==> config.mk <==
export PLATFORM = sky130hd
export DESIGN_NAME = cascaded_interrupt_controller_pair
export DESIGN_NICKNAME = d
export VERILOG_FILES = /design/src/rtl/cicp_pkg.sv /design/src/rtl/cascaded_interrupt_controller_pair.sv /design/src/rtl/cicp_resolve.sv /design/src/rtl/cicp_state.sv
export SDC_FILE = /design/constraint.sdc
export NUM_CORES = 1
export LEC_CHECK = 0
export ABC_AREA = 0
export BUFFER_PORTS_ARGS = -buffer_cell sky130_fd_sc_hd__buf_2
export CORE_MARGIN = 4
export CORE_UTILIZATION = 50
export CTS_CLUSTER_SIZE = 28
export DETAILED_ROUTE_END_ITERATION = 10
export PLACE_DENSITY = 0.7
export SLEW_MARGIN = 40
export SYNTH_ARGS = -nofsm -noshare
export SYNTH_HDL_FRONTEND = slang
export SYNTH_SLANG_ARGS = --single-unit
==> constraint.sdc <==
create_clock -name clock -period 11.41 [get_ports clock]
set_input_delay 0.5705 -clock clock [delete_from_list [all_inputs] [get_ports clock]]
set_output_delay 0.5705 -clock clock [all_outputs]
set_load 0.1 [all_outputs]
==> src/rtl/cicp_pkg.sv <==
// ----------------------------------------------------------------------------
// cicp_pkg
// Types, codes and helper functions shared by the cascaded controller pair.
// ----------------------------------------------------------------------------
package cicp_pkg;

   localparam int CSR_INDEX_W = 2;

   typedef enum logic [2:0] {
      CMD_CMD_WRITE  = 3'd0,
      CMD_DATA_WRITE = 3'd1,
      CMD_CMD_READ   = 3'd2,
      CMD_DATA_READ  = 3'd3,
      CMD_LINE       = 3'd4,
      CMD_ACK        = 3'd5
   } cmd_type;

   typedef enum logic [1:0] {
      ST_OK      = 2'd0,
      ST_WARN    = 2'd1,
      ST_REJECT  = 2'd2,
      ST_IGNORED = 2'd3
   } status_type;

   typedef enum logic [2:0] {
      STEP_ICW1  = 3'd0,
      STEP_ICW2  = 3'd1,
      STEP_ICW3  = 3'd2,
      STEP_ICW4  = 3'd3,
      STEP_READY = 3'd4
   } step_type;

   // OCW2 select field (bits 7:5)
   localparam logic [2:0] OCW2_EOI       = 3'd1;
   localparam logic [2:0] OCW2_SPEC_EOI  = 3'd3;
   localparam logic [2:0] OCW2_ROT_EOI   = 3'd5;
   localparam logic [2:0] OCW2_SET_PRIO  = 3'd6;
   localparam logic [2:0] OCW2_ROT_SPEC  = 3'd7;

   localparam logic [CSR_INDEX_W-1:0] REG_LEVEL_MASTER = 2'd0;
   localparam logic [CSR_INDEX_W-1:0] REG_LEVEL_SLAVE  = 2'd1;

   localparam logic [7:0] ICW1_FLAG        = 8'h10;
   localparam logic [7:0] ICW1_CHECK_MASK  = 8'hE3;
   localparam logic [7:0] ICW1_EXPECT      = 8'h01;
   localparam logic [7:0] ICW3_MASTER      = 8'h04;
   localparam logic [7:0] ICW3_SLAVE       = 8'h02;
   localparam logic [7:0] ICW4_CHECK_MASK  = 8'hED;
   localparam logic [7:0] ICW4_EXPECT      = 8'h01;
   localparam logic [7:0] OCW3_SMM         = 8'h60;
   localparam logic [7:0] EDGE_ONLY_MASTER = 8'h03;
   localparam logic [7:0] EDGE_ONLY_SLAVE  = 8'h21;

   localparam logic [2:0] CASCADE_LINE  = 3'd2;
   localparam logic [3:0] CASCADE_IRQ   = 4'd2;
   localparam logic [2:0] SPURIOUS_LINE = 3'd7;

   typedef struct packed {
      step_type   step;
      logic [7:0] request;
      logic [7:0] service;
      logic [7:0] mask;
      logic [7:0] levels;
      logic [4:0] vector_high;
      logic [2:0] base;
      logic [2:0] chosen;
      logic       out;
      logic       smm;
      logic       ris;
   } chip_state_type;

   localparam chip_state_type CHIP_RESET = '{
      step: STEP_ICW1, request: 8'h00, service: 8'h00, mask: 8'h00,
      levels: 8'h00, vector_high: 5'd0, base: 3'd0, chosen: 3'd0,
      out: 1'b0, smm: 1'b0, ris: 1'b0
   };

   typedef struct packed {
      logic [2:0] command;
      logic       chip;
      logic [7:0] write_byte;
      logic [3:0] irq_line;
      logic       level;
   } req_item_type;

   typedef struct packed {
      logic [7:0] read_byte;
      logic       intr;
      status_type status;
   } rsp_item_type;

   typedef struct packed {
      logic                   we;
      logic [CSR_INDEX_W-1:0] index;
      logic [7:0]             data;
   } csr_write_type;

   typedef struct packed {
      logic       found;
      logic [2:0] idx;
   } pick_type;

   // out[k] = v[(base + k) mod 8]
   function automatic logic [7:0] rotr8(logic [7:0] v, logic [2:0] base);
      logic [15:0] w;
      w = {v, v} >> base;
      return w[7:0];
   endfunction

   function automatic pick_type first_one8(logic [7:0] v);
      pick_type p;
      p = '{found: 1'b0, idx: 3'd0};
      for (int k = 7; k >= 0; k--) begin
         if (v[k]) begin
            p.found = 1'b1;
            p.idx   = 3'(k);
         end
      end
      return p;
   endfunction

   function automatic chip_state_type set_line(chip_state_type s, logic [7:0] lmask,
                                               logic [2:0] pos, logic lvl);
      chip_state_type r;
      logic [7:0]     m;
      r = s;
      m = 8'h01 << pos;
      if (lvl) begin
         // edge lines latch on the rising level only
         if ((lmask & m) != 8'h00 || (s.levels & m) == 8'h00) r.request = s.request | m;
         r.levels = s.levels | m;
      end else begin
         r.levels = s.levels & ~m;
      end
      return r;
   endfunction

   function automatic chip_state_type grant(chip_state_type s, logic [2:0] ln);
      chip_state_type r;
      r = s;
      r.request[ln] = 1'b0;
      r.service[ln] = 1'b1;
      return r;
   endfunction

endpackage

==> src/rtl/cascaded_interrupt_controller_pair.sv <==
// ----------------------------------------------------------------------------
// cascaded_interrupt_controller_pair
// Master and slave interrupt controllers, slave cascaded on master line 2.
// ----------------------------------------------------------------------------
// Usage:
//   req_* carries one word per access: port write, register read, line
//   change or interrupt acknowledge. It is taken when req_valid is high and
//   req_stall low. Every word gives exactly one rsp_* word: read data or
//   vector, the master interrupt output after the access, and a status code.
//   csr_* writes the two level-trigger masks; csr_ready is high while no
//   access sits in the input register. Write them only when the block is idle.
//   An accepted word goes to the input register, then to the result register on rsp_*.
//   Throughput: one word per cycle while rsp_stall is low; the input register
//   feeds a single pass of priority encoders into the result register.
//   When rsp_stall is high the result register holds, the input register
//   takes one more word, and then req_stall rises.
//   Reset (synchronous, active high) puts both controllers back to waiting
//   for ICW1 with all request, in-service and mask bits clear.
// ----------------------------------------------------------------------------
module cascaded_interrupt_controller_pair (
   input  logic       clock,
   input  logic       reset,
   input  logic       req_valid,
   output logic       req_stall,
   input  logic [2:0] req_command,
   input  logic       req_chip,
   input  logic [7:0] req_write_byte,
   input  logic [3:0] req_irq_line,
   input  logic       req_level,
   output logic       rsp_valid,
   input  logic       rsp_stall,
   output logic [7:0] rsp_read_byte,
   output logic       rsp_intr,
   output logic [1:0] rsp_status,
   input  logic       csr_valid,
   output logic       csr_ready,
   input  logic [1:0] csr_index,
   input  logic [7:0] csr_data
);
   import cicp_pkg::*;

   logic          s1_valid_ff, s1_valid_in;
   req_item_type  s1_item_ff, s1_item_in;
   logic          rsp_valid_ff, rsp_valid_in;
   rsp_item_type  rsp_item_ff;
   rsp_item_type  result;
   csr_write_type csr;
   logic          advance;
   logic          accept;

   assign advance   = s1_valid_ff & (~rsp_valid_ff | ~rsp_stall);
   assign req_stall = s1_valid_ff & ~advance;
   assign accept    = req_valid & ~req_stall;
   assign csr_ready = ~s1_valid_ff;

   assign csr = '{we: csr_valid & csr_ready, index: CSR_INDEX_W'(csr_index), data: csr_data};

   always_comb begin
      s1_valid_in  = accept | (s1_valid_ff & ~advance);
      s1_item_in   = s1_item_ff;
      if (accept) begin
         s1_item_in = '{command: req_command, chip: req_chip, write_byte: req_write_byte,
                        irq_line: req_irq_line, level: req_level};
      end
      rsp_valid_in = advance | (rsp_valid_ff & rsp_stall);
   end

   cicp_state u_state (
      .clock     (clock),
      .reset     (reset),
      .item_fire (advance),
      .item      (s1_item_ff),
      .csr       (csr),
      .result    (result)
   );

   always_ff @(posedge clock) begin
      if (reset) begin
         s1_valid_ff  <= 1'b0;
         rsp_valid_ff <= 1'b0;
      end else begin
         s1_valid_ff  <= s1_valid_in;
         rsp_valid_ff <= rsp_valid_in;
      end
   end

   always_ff @(posedge clock) begin
      s1_item_ff <= s1_item_in;
      if (advance) rsp_item_ff <= result;
   end

   assign rsp_valid     = rsp_valid_ff;
   assign rsp_read_byte = rsp_item_ff.read_byte;
   assign rsp_intr      = rsp_item_ff.intr;
   assign rsp_status    = rsp_item_ff.status;

endmodule

==> src/rtl/cicp_resolve.sv <==
// ----------------------------------------------------------------------------
// cicp_resolve
// Priority resolution of one controller: folds level lines into the request
// bits and picks the line that drives the chip output, rotated priority.
// ----------------------------------------------------------------------------
module cicp_resolve (
   input  cicp_pkg::chip_state_type st_in,
   input  logic [7:0]               level_mask,
   output cicp_pkg::chip_state_type st_out
);
   import cicp_pkg::*;

   logic [7:0] req_eff;
   logic [7:0] pend;
   logic [7:0] stop_v;
   pick_type   pick;
   logic [2:0] line;
   logic       hit;

   always_comb begin
      req_eff = st_in.request | (level_mask & st_in.levels);
      pend    = req_eff & ~st_in.mask & ~st_in.service;
      // fully nested: an in-service line blocks lower ones unless special mask
      stop_v  = st_in.smm ? pend : (st_in.service | (req_eff & ~st_in.mask));
      pick    = first_one8(rotr8(stop_v, st_in.base));
      line    = st_in.base + pick.idx;
      hit     = pick.found & pend[line];

      st_out         = st_in;
      st_out.request = req_eff;
      st_out.out     = hit;
      if (hit) st_out.chosen = line;
   end

endmodule

==> src/rtl/cicp_state.sv <==
// ----------------------------------------------------------------------------
// cicp_state
// Register state of both controllers. Applies one item or one register
// write per cycle, then re-evaluates slave, cascade line and master.
// ----------------------------------------------------------------------------
module cicp_state (
   input  logic                    clock,
   input  logic                    reset,
   input  logic                    item_fire,
   input  cicp_pkg::req_item_type  item,
   input  cicp_pkg::csr_write_type csr,
   output cicp_pkg::rsp_item_type  result
);
   import cicp_pkg::*;

   chip_state_type master_ff, slave_ff;
   chip_state_type master_in, slave_in;
   logic [7:0]     lm_master_ff, lm_slave_ff;
   logic [7:0]     lm_master_in, lm_slave_in;

   chip_state_type cur, upd, master_op, slave_op, master_mid;
   pick_type       eoi_pick;
   logic [2:0]     eoi_line;
   logic           wr_sel;
   logic [7:0]     rd;
   status_type     st;
   logic [7:0]     d;

   always_comb begin
      lm_master_in = lm_master_ff;
      lm_slave_in  = lm_slave_ff;
      if (csr.we && csr.index == REG_LEVEL_MASTER) lm_master_in = csr.data & ~EDGE_ONLY_MASTER;
      if (csr.we && csr.index == REG_LEVEL_SLAVE)  lm_slave_in  = csr.data & ~EDGE_ONLY_SLAVE;
   end

   always_comb begin
      d         = item.write_byte;
      cur       = item.chip ? slave_ff : master_ff;
      upd       = cur;
      master_op = master_ff;
      slave_op  = slave_ff;
      wr_sel    = 1'b0;
      rd        = 8'h00;
      st        = ST_OK;
      eoi_pick  = first_one8(rotr8(cur.service, cur.base));
      eoi_line  = cur.base + eoi_pick.idx;

      if (item_fire) begin
         case (item.command)
            CMD_CMD_WRITE: begin
               wr_sel = 1'b1;
               if ((d & ICW1_FLAG) != 8'h00) begin
                  if (cur.step != STEP_ICW1) st = ST_WARN;
                  if ((d & ICW1_CHECK_MASK) != ICW1_EXPECT) st = ST_WARN;
                  upd.step = STEP_ICW2;
               end else if (cur.step != STEP_READY) begin
                  st = ST_REJECT;
               end else if (!d[3]) begin
                  case (d[7:5])
                     OCW2_EOI: begin
                        if (eoi_pick.found) upd.service[eoi_line] = 1'b0;
                     end
                     OCW2_SPEC_EOI: upd.service[d[2:0]] = 1'b0;
                     OCW2_ROT_EOI: begin
                        if (eoi_pick.found) begin
                           upd.service[eoi_line] = 1'b0;
                           upd.base              = eoi_line + 3'd1;
                        end
                     end
                     OCW2_SET_PRIO, OCW2_ROT_SPEC: st = ST_IGNORED;
                     default: ;
                  endcase
               end else begin
                  upd.smm = ((d & OCW3_SMM) == OCW3_SMM);
                  if (d[1]) upd.ris = d[0];
               end
            end
            CMD_DATA_WRITE: begin
               wr_sel = 1'b1;
               case (cur.step)
                  STEP_ICW2: begin
                     upd.vector_high = d[7:3];
                     if (d[2:0] != 3'd0) st = ST_WARN;
                     upd.step = STEP_ICW3;
                  end
                  STEP_ICW3: begin
                     if (d != (item.chip ? ICW3_SLAVE : ICW3_MASTER)) st = ST_WARN;
                     upd.step = STEP_ICW4;
                  end
                  STEP_ICW4: begin
                     // special fully nested or automatic EOI
                     if (d[4] || d[1]) begin
                        st = ST_IGNORED;
                     end else begin
                        if ((d & ICW4_CHECK_MASK) != ICW4_EXPECT) st = ST_WARN;
                        upd.mask = 8'h00;
                        upd.base = 3'd0;
                        upd.ris  = 1'b0;
                        upd.step = STEP_READY;
                     end
                  end
                  STEP_READY: upd.mask = d;
                  default: st = ST_REJECT;
               endcase
            end
            CMD_CMD_READ: rd = cur.ris ? cur.service : cur.request;
            CMD_DATA_READ: rd = cur.mask;
            CMD_LINE: begin
               if (item.irq_line == CASCADE_IRQ) begin
                  st = ST_REJECT;
               end else if (item.irq_line[3]) begin
                  slave_op = set_line(slave_ff, lm_slave_ff, item.irq_line[2:0], item.level);
               end else begin
                  master_op = set_line(master_ff, lm_master_ff, item.irq_line[2:0], item.level);
               end
            end
            CMD_ACK: begin
               if (!master_ff.out) begin
                  rd = {master_ff.vector_high, SPURIOUS_LINE};
               end else if (master_ff.chosen == CASCADE_LINE) begin
                  master_op = grant(master_ff, CASCADE_LINE);
                  if (slave_ff.out) begin
                     slave_op = grant(slave_ff, slave_ff.chosen);
                     rd       = {slave_ff.vector_high, slave_ff.chosen};
                  end else begin
                     rd = {slave_ff.vector_high, SPURIOUS_LINE};
                  end
               end else begin
                  master_op = grant(master_ff, master_ff.chosen);
                  rd        = {master_ff.vector_high, master_ff.chosen};
               end
            end
            default: st = ST_REJECT;
         endcase
      end

      if (wr_sel) begin
         if (item.chip) slave_op = upd;
         else master_op = upd;
      end
   end

   cicp_resolve u_resolve_slave (
      .st_in      (slave_op),
      .level_mask (lm_slave_in),
      .st_out     (slave_in)
   );

   // slave output feeds master line 2
   assign master_mid = set_line(master_op, lm_master_in, CASCADE_LINE, slave_in.out);

   cicp_resolve u_resolve_master (
      .st_in      (master_mid),
      .level_mask (lm_master_in),
      .st_out     (master_in)
   );

   assign result = '{read_byte: rd, intr: master_in.out, status: st};

   always_ff @(posedge clock) begin
      if (reset) begin
         master_ff    <= CHIP_RESET;
         slave_ff     <= CHIP_RESET;
         lm_master_ff <= 8'h00;
         lm_slave_ff  <= 8'h00;
      end else if (item_fire || csr.we) begin
         master_ff    <= master_in;
         slave_ff     <= slave_in;
         lm_master_ff <= lm_master_in;
         lm_slave_ff  <= lm_slave_in;
      end
   end

   a_master_out_not_in_service: assert property (@(posedge clock) disable iff (reset)
      master_ff.out |-> !master_ff.service[master_ff.chosen])
      else $error("master output points at an in-service line");

   a_slave_out_not_in_service: assert property (@(posedge clock) disable iff (reset)
      slave_ff.out |-> !slave_ff.service[slave_ff.chosen])
      else $error("slave output points at an in-service line");

   a_cascade_tracks_slave: assert property (@(posedge clock) disable iff (reset)
      master_ff.levels[CASCADE_LINE] == slave_ff.out)
      else $error("cascade line level differs from slave output");

   a_hold_when_idle: assert property (@(posedge clock) disable iff (reset)
      !(item_fire || csr.we) |=> $stable(master_ff) && $stable(slave_ff))
      else $error("controller state changed without an item or register write");

   a_spurious_ack_no_change: assert property (@(posedge clock) disable iff (reset)
      item_fire && item.command == CMD_ACK && !master_ff.out
      |=> $stable(master_ff.service) && $stable(slave_ff.service))
      else $error("spurious acknowledge changed in-service bits");

endmodule
==> impl_metrics.csv <==
group,metric,value,unit
clocking,tritoncts.num_buffers,17,
hold_path,hold_end,"s1_item_ff[1]",
clocking,max-clock-path-buffers,2,
final_layout,flow.area_growth_from_synthesis,15.94,%
final_layout,multi_input_comb_area,0.007769,sq mm
final_layout,stdcell_count,1758,
floorplanning,core,0.02182,sq mm
yosys,syn-cell-area,0.01110,sq mm
setup_path,critPathMaxStageDelay,0.64,ns
setup_path,reg2reg_slack,0.64,ns
floorplanning,floorplan.initialDensity,50.88,%
pwr,comb_power_share,21.4,%
routing,antenna_violating_nets_post_route,0,
placement,portBuffers,44,
final_layout,finish.utilization,59.00,%
setup_path,worst-path-buf-inv,7,
run,max-cap-violations,0,
clocking,worstSkewPairLatency,0.43,ns
placement,placement_setup_slack,0.008748,ns
yosys,netlist.area_leader.share,20.73,%
setup_path,critical_path.reg2reg.startpoint,"s1_item_ff[13]",
floorplanning,total_die_area,0.02466,sq mm
routing,vias_per_cell,6.762,
clocking,clock_sinks,143,
final_layout,fill_cells,1999,
setup_path,worstSetupStartpointType,"flip-flop",
grt,globalRouteOverflowTotal,0,
clocking,tritoncts,"yes",
timing,fin_worst_skew,0.01061,ns
setup_path,path_delay_family,"compound AO/OA/AOI/OAI gates",
grt,first_pass_grt_wire_length,62.07,mm
routing,first_pass_iters,8,
clocking,postCtsHoldBufs,0,
final_layout,layout-drive-gt1-share,19.62,%
placement,gp_routability_congestion,1.044,
placement,placed_area,0.01176,sq mm
final_layout,summed_area_of_non_filler_cells_in_the_final_layout,0.01287,sq mm
setup_path,required,11.71,ns
yosys,synth-seq-area-share,28.30,%
timing,finalSetupTns,0,ns
yosys,post_synth_inst_count,1416,
yosys,synth_nets,1455,
routing,vias,11890,
routing,drt_iter0_drc,1613,
clocking,h-tree-depth,4,
grt,grt_start_max_net_pins,75,
timing,report.final.hold_viol_count,0,
setup_path,rr_endpoint,"u_state.master_ff[3]",
yosys,synth.ff_latch_count,143,
clocking,root_buffer_cell,"sky130_fd_sc_hd__clkbuf_16",
yosys,synth_edf_count,28,
clocking,worst_setup_hold_path_clk_slew,0.07,ns
hold_path,worst_hold_path_type,"in -> reg",
setup_path,critPathArrivalTime,11.07,ns
floorplanning,floorplan.io_pins,46,
final_layout,regArea,0.003143,sq mm
floorplanning,placementRows,54,
setup_path,crit_path_max_fanout,11,
yosys,postSynth.asyncResetShare,0,%
timing,setup-violations-final,0,
grt,antenna_found_initial,0,
hold_path,hold_start,"req_irq_line[0]",
yosys,post_synth.cell_area_avg,7.842,sq um
outcome,run_status,"complete, no violations",
routing,wirelength,40.10,mm
final_layout,insertedDiodeCount,0,
floorplanning,floorplan.die.width,157.0,um
setup_path,critical_path_start_end_classification,"reg -> reg",
pwr,seqPwrFrac,38.5,%
timing,min_period_over_period,94.39,%
routing,average_detailed_routed_wire_length_per_instance,22.81,um
setup_path,timing.critical_path.slowest_stage_cell,"sky130_fd_sc_hd__fa_2",
yosys,synth.most_common_cell,"sky130_fd_sc_hd__nor2_1",
timing,fin_ws,0.6402,ns
floorplanning,die_height,157.0,um
yosys,synth_common_cells,"sky130_fd_sc_hd__nor2_1 (198), sky130_fd_sc_hd__nand2_1 (118), sky130_fd_sc_hd__dfxtp_1 (115)",
pwr,finalPower,1.473,mW
pwr,switching_power,0.4889,mW
pwr,p_int,0.9846,mW
yosys,synth.lib_cells_used.distinct,105,
setup_path,cell_depth_of_the_worst_flop_to_flop_path,55,
final_layout,finalNetCount,1504,
placement,hpwl,29.67,mm
pwr,vdd_ir_drop_max,0.09636,mV
yosys,yosysTopAreaCell,"sky130_fd_sc_hd__dfxtp_1",
placement,numPlacedInstances,1706,
timing,maxSlewHeadroom,43.87,%
timing,timing.final.crit_period,10.77,ns
yosys,synthesis.yosys.warnings,0,
pwr,power.density_cell_area,114.4,mW/mm^2
pwr,netSwitchingFraction,33.18,%
grt,grt.total_usage,31.98,%
timing,timing_worst_slew_pin_value,0.8331,ns
pwr,clock_power_share,40.1,%
pwr,leakage,4.817,nW
timing,final_max_slew_viol_count,0,
hold_path,holdPathStages,1,
timing,whs,0.3087,ns
yosys,area_contributors_post_synth,"sky130_fd_sc_hd__dfxtp_1 (21%), sky130_fd_sc_hd__edfxtp_1 (7.6%), sky130_fd_sc_hd__mux2i_1 (7.3%), sky130_fd_sc_hd__nor2_1 (6.7%), sky130_fd_sc_hd__nand2_1 (4.0%)",
yosys,synth_top_flop_cell,"sky130_fd_sc_hd__dfxtp_1",
routing,remaining_drcs,0,
grt,via_count_of_the_first_global_routing_pass,10920,
timing,max_clock_freq,92.85,MHz
setup_path,cp-end-kind,"flip-flop",
[cells by family (layout without fill, tap and decap cells)]
| family | after synthesis | in the layout | share of synthesized area [%] |
|---|---|---|---|
| AOI/OAI and AO/OA | 423 | 423 | 27.79 |
| xor gates and xnor gates | 4 | 4 | 0.3156 |
| adders and majority gates | 7 | 7 | 0.9916 |
| buffers and inverters | 131 | 193 | 5.048 |
| DFF | 143 | 143 | 28.30 |
| muxes | 108 | 108 | 10.37 |
| and+or+nand+nor | 600 | 600 | 27.19 |
[timing repair]
item,in CTS,in global routing
pin swaps,0,33
gates cloned,0,0
gates resized for setup,2,87
setup endpoints to repair,3,5
buffers inserted,0,20
[sequential cells by signal (all words and copies together) (netlist names)]
register,count
rsp_intr,1
s1_valid_ff,1
rsp_read_byte,8
rsp_valid,1
u_state.slave_ff,48
u_state.master_ff,49
s1_item_ff,17
u_state.lm_master_ff,8
rsp_status,2
u_state.lm_slave_ff,8
[worst max-delay path by stage]
| stage | startpoint | end | slack [ns] | cells past startpoint |
|---|---|---|---|---|
| 6_report | s1_item_ff[13] | u_state.master_ff[3] | 0.64 | 55 |
| 5_1_grt | s1_item_ff[13] | u_state.master_ff[3] | -0.04 | 57 |
| 4_1_cts | s1_item_ff[13] | u_state.master_ff[3] | 0.06 | 54 |
| 3_5_place_dp | s1_item_ff[13] | u_state.master_ff[3] | 0.009 | 56 |
| 3_3_place_gp | s1_item_ff[13] | u_state.master_ff[3] | 0.17 | 56 |
| 2_1_floorplan | s1_item_ff[13] | u_state.master_ff[3] | 0.75 | 57 |
[routing by layer]
| layer | vias to the layer above | part of all wire (%) | GRT usage, % | wire, um |
|---|---|---|---|---|
| li1 | 5459 | - | - | - |
| met1 | 5650 | 41 | 43.80 | 16610 |
| met2 | 651 | 43 | 48.39 | 17410 |
| met3 | 127 | 11 | 7.616 | 4279 |
| met4 | 0 | 4.5 | 13.56 | 1802 |
| met5 | - | 0 | 0 | 0 |
[cell type report]
cell class / count / share of cell area, %
inverters: 39 / 1.254
clock buffers: 17 / 3.304
repair buffers: 122 / 6.501
well taps: 280 / 2.721
multi-input cells: 1142 / 60.34
clock inverters: 15 / 1.467
flip-flops and latches: 143 / 24.41
[cells in the final DEF, fill, tap and decap left out, types with 24 or more instances in the layout]
master and n:
sky130_fd_sc_hd__nor2_1 193, sky130_fd_sc_hd__nand2_1 117, sky130_fd_sc_hd__dfxtp_1 115, sky130_fd_sc_hd__mux2i_1 78, sky130_fd_sc_hd__buf_4 76, sky130_fd_sc_hd__a21oi_1 75, sky130_fd_sc_hd__nand3_1 50, sky130_fd_sc_hd__nor3_1 44
sky130_fd_sc_hd__buf_2 43, sky130_fd_sc_hd__o21ai_0 42, sky130_fd_sc_hd__inv_1 32, sky130_fd_sc_hd__a211oi_1 31, sky130_fd_sc_hd__edfxtp_1 28, sky130_fd_sc_hd__o211ai_1 24
[power by group through the flow]
stage	clock, mW	combinational, mW	sequential (mW)
after global routing	0.620	0.340	0.571
after global placement	0	0.283	0.577
after floorplan	0	0.209	0.576
final	0.591	0.315	0.568
after detailed placement	0	0.288	0.578
after CTS	0.594	0.290	0.566
Power figures use the tool's default switching activity.
